### config.mk
export PLATFORM = sky130hd
export DESIGN_NAME = indoor_bike_data_parser_unit
export DESIGN_NICKNAME = d
export VERILOG_FILES = /design/src/rtl/ibdp_pkg.sv /design/src/rtl/ibdp_parser.sv /design/src/rtl/ibdp_out_skid.sv /design/src/rtl/indoor_bike_data_parser_unit.sv
export SDC_FILE = /design/constraint.sdc
export NUM_CORES = 1
export LEC_CHECK = 0
export ABC_AREA = 0
export BUFFER_PORTS_ARGS = -buffer_cell sky130_fd_sc_hd__buf_4
export CORE_MARGIN = 8
export CORE_UTILIZATION = 30
export DETAILED_ROUTE_END_ITERATION = 8
export HOLD_SLACK_MARGIN = 0.1
export PLACE_DENSITY = 0.5
export REMOVE_ABC_BUFFERS = 1
export SETUP_SLACK_MARGIN = 0.15
export SYNTH_ARGS = -nofsm -noshare
export SYNTH_HDL_FRONTEND = slang
export SYNTH_SLANG_ARGS = --single-unit
export TNS_END_PERCENT = 1
### constraint.sdc
create_clock -name i_clk -period 17.9 [get_ports i_clk]
set_clock_uncertainty 0.15 [all_clocks]
set_input_delay 1.79 -clock i_clk [delete_from_list [all_inputs] [get_ports i_clk]]
set_output_delay 1.79 -clock i_clk [all_outputs]
set_load 0.03 [all_outputs]
### src/rtl/ibdp_pkg.sv
`timescale 1ns / 1ps
// ----------------------------------------------------------------------------
// ibdp_pkg
// Shared types, field slot codes and slot sizes of the indoor bike data parser.
// ----------------------------------------------------------------------------
package ibdp_pkg;

    localparam int NUM_SLOTS = 12;

    localparam logic [3:0] SLOT_SPEED      = 4'd0;
    localparam logic [3:0] SLOT_AVG_SPEED  = 4'd1;
    localparam logic [3:0] SLOT_CADENCE    = 4'd2;
    localparam logic [3:0] SLOT_AVG_CAD    = 4'd3;
    localparam logic [3:0] SLOT_DISTANCE   = 4'd4;
    localparam logic [3:0] SLOT_RESISTANCE = 4'd5;
    localparam logic [3:0] SLOT_POWER      = 4'd6;
    localparam logic [3:0] SLOT_AVG_POWER  = 4'd7;
    localparam logic [3:0] SLOT_ENERGY     = 4'd8;
    localparam logic [3:0] SLOT_HEART      = 4'd9;
    localparam logic [3:0] SLOT_MET        = 4'd10;
    localparam logic [3:0] SLOT_ELAPSED    = 4'd11;

    localparam logic [7:0] MIN_VALID_BYTES = 8'd4;

    typedef struct packed {
        logic        [15:0] speed_centi_kmh;
        logic        [14:0] cadence_rpm;
        logic        [23:0] distance_m;
        logic signed [15:0] resistance_level;
        logic signed [15:0] power_w;
        logic        [15:0] energy_kcal;
        logic        [7:0]  heart_rate_bpm;
        logic        [15:0] elapsed_s;
        logic               record_valid;
    } t_record;

    function automatic logic [2:0] slot_size(input logic [3:0] slot);
        logic [2:0] size;
        case (slot)
            SLOT_DISTANCE: size = 3'd3;
            SLOT_ENERGY:   size = 3'd5;
            SLOT_HEART:    size = 3'd1;
            SLOT_MET:      size = 3'd1;
            default:       size = 3'd2;
        endcase
        return size;
    endfunction

endpackage

### src/rtl/ibdp_parser.sv
`timescale 1ns / 1ps
// ----------------------------------------------------------------------------
// ibdp_parser
// Byte-at-a-time field walker: flag word, slot sequencing, field capture and
// record build on the last beat of a notification.
// ----------------------------------------------------------------------------
module ibdp_parser
    import ibdp_pkg::*;
(
    input  logic        i_clk,
    input  logic        i_rst_n,
    input  logic        i_accept,
    input  logic [7:0]  i_data_byte,
    input  logic        i_last_byte,
    output logic        o_rec_valid,
    output t_record     o_rec
);

    logic [7:0]  r_count,   n_count;
    logic [15:0] r_flags,   n_flags;
    logic [3:0]  r_slot,    n_slot;
    logic [2:0]  r_pos,     n_pos;
    logic [23:0] r_accum,   n_accum;
    logic        r_stopped, n_stopped;
    t_record     r_vals,    n_vals;

    logic [23:0] v;
    logic [3:0]  nxt_slot;
    logic        nxt_found;

    always_comb begin
        n_count   = r_count;
        n_flags   = r_flags;
        n_slot    = r_slot;
        n_pos     = r_pos;
        n_accum   = r_accum;
        n_stopped = r_stopped;
        n_vals    = r_vals;
        v         = r_accum;
        nxt_slot  = r_slot;
        nxt_found = 1'b0;

        for (int t = NUM_SLOTS - 1; t >= 1; t--) begin
            if (r_flags[t] && (4'(t) > r_slot)) begin
                nxt_found = 1'b1;
                nxt_slot  = 4'(t);
            end
        end

        case (r_pos)
            3'd0:    v[7:0]   = r_accum[7:0]   | i_data_byte;
            3'd1:    v[15:8]  = r_accum[15:8]  | i_data_byte;
            3'd2:    v[23:16] = r_accum[23:16] | i_data_byte;
            default: v        = r_accum;
        endcase

        if (i_accept) begin
            if (r_count != 8'hFF) begin
                n_count = r_count + 8'd1;
            end
            if (r_count == 8'd0) begin
                n_flags[7:0] = i_data_byte;
            end else if (r_count == 8'd1) begin
                n_flags[15:8] = i_data_byte;
            end else if (!r_stopped) begin
                if (({1'b0, r_pos} + 4'd1) >= {1'b0, slot_size(r_slot)}) begin
                    case (r_slot)
                        SLOT_SPEED:      n_vals.speed_centi_kmh  = v[15:0];
                        SLOT_CADENCE:    n_vals.cadence_rpm      = v[15:1];
                        SLOT_DISTANCE:   n_vals.distance_m       = v;
                        SLOT_RESISTANCE: n_vals.resistance_level = v[15:0];
                        SLOT_POWER:      n_vals.power_w          = v[15:0];
                        SLOT_ENERGY:     n_vals.energy_kcal      = v[15:0];
                        SLOT_HEART:      n_vals.heart_rate_bpm   = v[7:0];
                        SLOT_ELAPSED:    n_vals.elapsed_s        = v[15:0];
                        default:         n_vals                  = r_vals;
                    endcase
                    if (nxt_found) begin
                        n_slot  = nxt_slot;
                        n_pos   = 3'd0;
                        n_accum = 24'd0;
                    end else begin
                        n_stopped = 1'b1;
                    end
                end else begin
                    n_accum = v;
                    n_pos   = r_pos + 3'd1;
                end
            end
        end
    end

    always_comb begin
        o_rec_valid = i_accept && i_last_byte;
        if (n_count >= MIN_VALID_BYTES) begin
            o_rec              = n_vals;
            o_rec.record_valid = 1'b1;
        end else begin
            o_rec = '0;
        end
    end

    always_ff @(posedge i_clk) begin
        if (!i_rst_n || (i_accept && i_last_byte)) begin
            r_count   <= '0;
            r_flags   <= '0;
            r_slot    <= SLOT_SPEED;
            r_pos     <= '0;
            r_accum   <= '0;
            r_stopped <= 1'b0;
            r_vals    <= '0;
        end else begin
            r_count   <= n_count;
            r_flags   <= n_flags;
            r_slot    <= n_slot;
            r_pos     <= n_pos;
            r_accum   <= n_accum;
            r_stopped <= n_stopped;
            r_vals    <= n_vals;
        end
    end

endmodule

### src/rtl/ibdp_out_skid.sv
`timescale 1ns / 1ps
// ----------------------------------------------------------------------------
// ibdp_out_skid
// Result register with one skid entry, so that a stalled record does not
// hold up the byte stream.
// ----------------------------------------------------------------------------
module ibdp_out_skid
    import ibdp_pkg::*;
(
    input  logic    i_clk,
    input  logic    i_rst_n,
    input  logic    i_in_valid,
    input  t_record i_in_rec,
    output logic    o_full,
    output logic    o_out_valid,
    input  logic    i_out_stall,
    output t_record o_out_rec
);

    logic    r_main_valid, r_skid_valid;
    t_record r_main, r_skid;
    logic    main_free;

    assign main_free   = !r_main_valid || !i_out_stall;
    assign o_full      = r_skid_valid;
    assign o_out_valid = r_main_valid;
    assign o_out_rec   = r_main;

    always_ff @(posedge i_clk) begin
        if (!i_rst_n) begin
            r_main_valid <= 1'b0;
            r_skid_valid <= 1'b0;
        end else if (main_free) begin
            if (r_skid_valid) begin
                r_main_valid <= 1'b1;
                r_skid_valid <= i_in_valid;
            end else begin
                r_main_valid <= i_in_valid;
            end
        end else if (i_in_valid) begin
            r_skid_valid <= 1'b1;
        end
    end

    always_ff @(posedge i_clk) begin
        if (main_free) begin
            if (r_skid_valid) begin
                r_main <= r_skid;
                r_skid <= i_in_rec;
            end else begin
                r_main <= i_in_rec;
            end
        end else if (i_in_valid) begin
            r_skid <= i_in_rec;
        end
    end

endmodule

### src/rtl/indoor_bike_data_parser_unit.sv
`timescale 1ns / 1ps
// ----------------------------------------------------------------------------
// indoor_bike_data_parser_unit
// Indoor bike data notification parser: one payload byte per beat, one
// record per notification.
// ----------------------------------------------------------------------------
// The unit takes one byte every cycle while o_stall is low. Each byte updates
// the registered parser state; the record for a notification is built as its
// last byte is accepted and registered in the output register, or in its one
// skid entry while the output stalls, so the byte stream keeps flowing while a
// record waits; o_stall rises only when both hold a record behind a stall.
// ----------------------------------------------------------------------------
module indoor_bike_data_parser_unit
    import ibdp_pkg::*;
(
    input  logic               i_clk,
    input  logic               i_rst_n,
    input  logic               i_valid,
    output logic               o_stall,
    input  logic [7:0]         i_data_byte,
    input  logic               i_last_byte,
    output logic               o_valid,
    input  logic               i_stall,
    output logic [15:0]        o_speed_centi_kmh,
    output logic [14:0]        o_cadence_rpm,
    output logic [23:0]        o_distance_m,
    output logic signed [15:0] o_resistance_level,
    output logic signed [15:0] o_power_w,
    output logic [15:0]        o_energy_kcal,
    output logic [7:0]         o_heart_rate_bpm,
    output logic [15:0]        o_elapsed_s,
    output logic               o_record_valid
);

    logic    accept;
    logic    rec_valid;
    logic    full;
    t_record rec;
    t_record out_rec;

    assign o_stall = full;
    assign accept  = i_valid && !full;

    ibdp_parser u_parser (
        .i_clk       (i_clk),
        .i_rst_n     (i_rst_n),
        .i_accept    (accept),
        .i_data_byte (i_data_byte),
        .i_last_byte (i_last_byte),
        .o_rec_valid (rec_valid),
        .o_rec       (rec)
    );

    ibdp_out_skid u_out (
        .i_clk       (i_clk),
        .i_rst_n     (i_rst_n),
        .i_in_valid  (rec_valid),
        .i_in_rec    (rec),
        .o_full      (full),
        .o_out_valid (o_valid),
        .i_out_stall (i_stall),
        .o_out_rec   (out_rec)
    );

    assign o_speed_centi_kmh  = out_rec.speed_centi_kmh;
    assign o_cadence_rpm      = out_rec.cadence_rpm;
    assign o_distance_m       = out_rec.distance_m;
    assign o_resistance_level = out_rec.resistance_level;
    assign o_power_w          = out_rec.power_w;
    assign o_energy_kcal      = out_rec.energy_kcal;
    assign o_heart_rate_bpm   = out_rec.heart_rate_bpm;
    assign o_elapsed_s        = out_rec.elapsed_s;
    assign o_record_valid     = out_rec.record_valid;

endmodule
==> flow_summary_export.csv <==
group,metric,value,unit
status,outcome,"completed",
place,globalplace.congestion,0.795,
synth,post_synth_mux_area_share,1.40,%
floorplan,coreArea,56500,um2
drt,drc,0,
synth,synth.most_common_cell,"nor2_1",
floorplan,die_area,65200,um2
timing,period_share,27.8,%
layout,sequential_cell_area,11300,um2
cts,clk_pin_slew,60,ps
cts,post_cts_resized,0,
layout,postLayoutCoreUtil,36.4,%
cts,htreeDepth,2,
layout,fillers,5571,
layout,areaGrowthSynthToFinish,19.5,%
cts,cts_root_buffer,"clkbuf_16",
critical_path,timing.critical_path.mode_cell,"buf_4",
drt,vias,11800,
timing,final_period_minus_worst_setup_slack,4970,ps
critical_path,cp_cell_sequence,"buf_4 > nand2_4 > buf_4 > nand2_1 > o21ai_4 > buf_4 > buf_4",
synth,synth_top_family_by_area,"simple AND/OR/NAND/NOR gates",
cts,cts_tree,"done",
timing,totalNegativeSetupSlack,0,ps
synth,synth-warning-count,0,
grt,groute.usage.overall,13.0,%
critical_path,endpoint_type_of_the_worst_setup_path,"flop",
timing,timing.slew.headroom,23.5,%
layout,final_nets,1726,
drt,dr.first_iter.drc_count,733,
grt,antenna_found_initial,0,
critical_path,worst-r2r-setup-slack,13440,ps
critical_path,crit_path_start_kind,"input port",
grt,gr-total-overflow,0,
hold_path,timing.hold.worst_path_depth,2,
critical_path,slowest_delay,850,ps
cts,cts_num_sinks,436,
critical_path,worst-endpoint-required,17950,ps
flow_run,drv_cap,0,
timing,final_max_slew_viol_count,0,
synth,synth_compound_gate_area_share,13.1,%
critical_path,worst_ep_arrival_time,5020,ps
power,power_per_cell_area,107,nW/um2
cts,post-cts-setup-buffer-count,0,
floorplan,core.rowCount,87,
synth,synthArstFlopShare,0,%
hold_path,timing.hold.worst.class,"flop to flop",
synth,ys_seq_area_share,65.7,%
drt,detail_route.first_pass.iterations,5,
synth,synthSimpleGateAreaFrac,15.7,%
layout,num_antenna_cells,0,
critical_path,critical_path_depth,7,
timing,fmaxAchievable,0.201,GHz
layout,final_layout_size_suffix_gt1_share,18.4,%
timing,hold_viol,0,
layout,multi_input_comb_area,5400,um2
timing,rsz0062_at_grt,"false",
synth,post_synth_cell_types,63,
synth,synth_xor_area_share,0.153,%
floorplan,dieHeight,255,um
synth,mappedNetlistArea,17200,um2
timing,worst_slack,12930,ps
cts,tritoncts.num_buffers,49,
critical_path,critical_path_class,"input port to flop",
critical_path,cpMaxStageDelayCell,"buf_4",
critical_path,timing.reg2reg.worst_path_depth,9,
critical_path,critPathTopFamily,"buffers and inverters",
synth,edff_count_synth,256,
drt,routed_wl,44000,um
place,dpl.cell_count,2408,
drt,viasPerCell,4.72,
synth,synth.largest_area_cell,"edfxtp_1",
critical_path,path_max_fanout,65,
power,power.ir.vdd_worst,0.0663,mV
timing,worst-slew-pin-transition,1150,ps
timing,finalSetupViolCount,0,
synth,syn_area_per_cell,10.7,um2
synth,ys.flop_type,"edfxtp_1",
floorplan,floorplan.initialDensity,30.4,%
synth,synth_common_cells,"366 x nor2_1, 256 x edfxtp_1, 186 x nand2_1",
cts,cts_hold_buf,0,
place,port-buffer-count,142,
synth,yosys.area_share.adder,0.728,%
floorplan,num_io_pins,143,
synth,ys_ff_latch,436,
grt,grt_max_degree,90,
cts,clockBufferDepth,3,
drt,wl_per_cell,17.6,um
synth,syn-instance-count,1603,
grt,grt_pass1_wl,67900,um
layout,final_cells,2499,
drt,ant_nets,0,
synth,yosys.area.top_type_share,44.7,%
place,place_worst_setup_slack,12230,ps
power,leakage,7.14,nW
critical_path,critical_path_buf_inv_count,4,
cts,clock_latency,570,ps
floorplan,die_x,255,um
place,hpwlAfterDp,26600,um
grt,grt_pass1_vias,11200,
synth,synth.area.top_cells,"edfxtp_1 45%, dfxtp_1 21%, nor2_1 8.0%",
-- worst min-delay path: cells and delay by family, from the launching register on --
kind	cells	cell delay, ps
AO/OA/AOI/OAI	1	50
AND/OR/NAND/NOR	1	50
flip-flops	1	300
-- layer usage --
metal  vias to the layer above  GRT usage (%)  wire, um
li1                       5780              -         -
met1                      5656           17.4     20300
met2                       288           21.0     20400
met3                        70           3.01      2350
met4                         0           3.48       998
met5                         -              0         0
-- per-stage QoR --
stage          cell area [um2]  hold slack [ps]  power, mW
3_5_place_dp             18900              295       1.20
2_1_floorplan            16700              277       1.16
5_1_grt                  20500              337       2.28
6_report                 20500              300       2.20
4_1_cts                  20500              303       2.24
3_3_place_gp             18900              292       1.20
-- state kept, by name, indices dropped and copies added (netlist names), 3 cells and up --
register and count:
u_out.o_out_rec 128, u_out.r_skid 128, u_parser.r_vals 127, u_parser.r_accum 24, u_parser.r_flags 11, u_parser.r_count 8, u_parser.r_slot 4, u_parser.r_pos 3
-- cell families (layout without fill, tap and decap cells) --
kind of cell / after synthesis / count (layout)
and+or+nand+nor: 652 / 652
DFF: 436 / 436
AOI/OAI and AO/OA: 354 / 354
buffers and inverters: 125 / 265
muxes: 23 / 23
adders and majority gates: 10 / 10
xor gates and xnor gates: 3 / 3
-- final timing paths --
path                       start                   to
max                      i_stall    u_out.r_skid[116]
min          u_parser.r_flags[3]  u_parser.r_flags[3]
max reg2reg   u_parser.r_slot[3]  u_out.o_out_rec[84]
min reg2reg  u_parser.r_flags[3]  u_parser.r_flags[3]
-- area by class of cell --
class                           count  share of cell area, %
Clock inverter                     23                   1.19
Sequential cell                   436                   55.0
Clock buffer                       68                   6.86
Multi-Input combinational cell   1042                   26.3
Timing Repair Buffer              160                   5.85
Inverter                           14                  0.256
Tap cell                          756                   4.60
-- power by group --
group | total [mW] | switching (mW) | internal (mW)
Combinational | 0.101 | 0.0736 | 0.0273
Clock | 1.02 | 0.401 | 0.621
Sequential | 1.08 | 0.00811 | 1.07
-- cell usage in the layout (no fill, tap or decap), types with 4 or more instances in the layout --
cell	n
o21ai_0	77
clkbuf_8	7
dfxtp_1	179
nand3_1	9
clkinv_1	10
clkbuf_1	10
buf_4	160
o21ai_2	19
clkbuf_16	51
nand2_2	16
clkinv_2	5
o31ai_2	16
bufinv_16	5
nand2b_1	8
a21oi_2	14
nor2b_1	8
mux2_2	8
and2_1	4
nor2_1	366
a21oi_1	113
mux2i_1	15
ha_1	10
o31ai_1	48
edfxtp_1	256
o21ai_1	30
inv_1	14
nor3_1	23
a21o_1	9
nand2_1	184
nor3b_1	5
(Power assumes the default switching activity.)
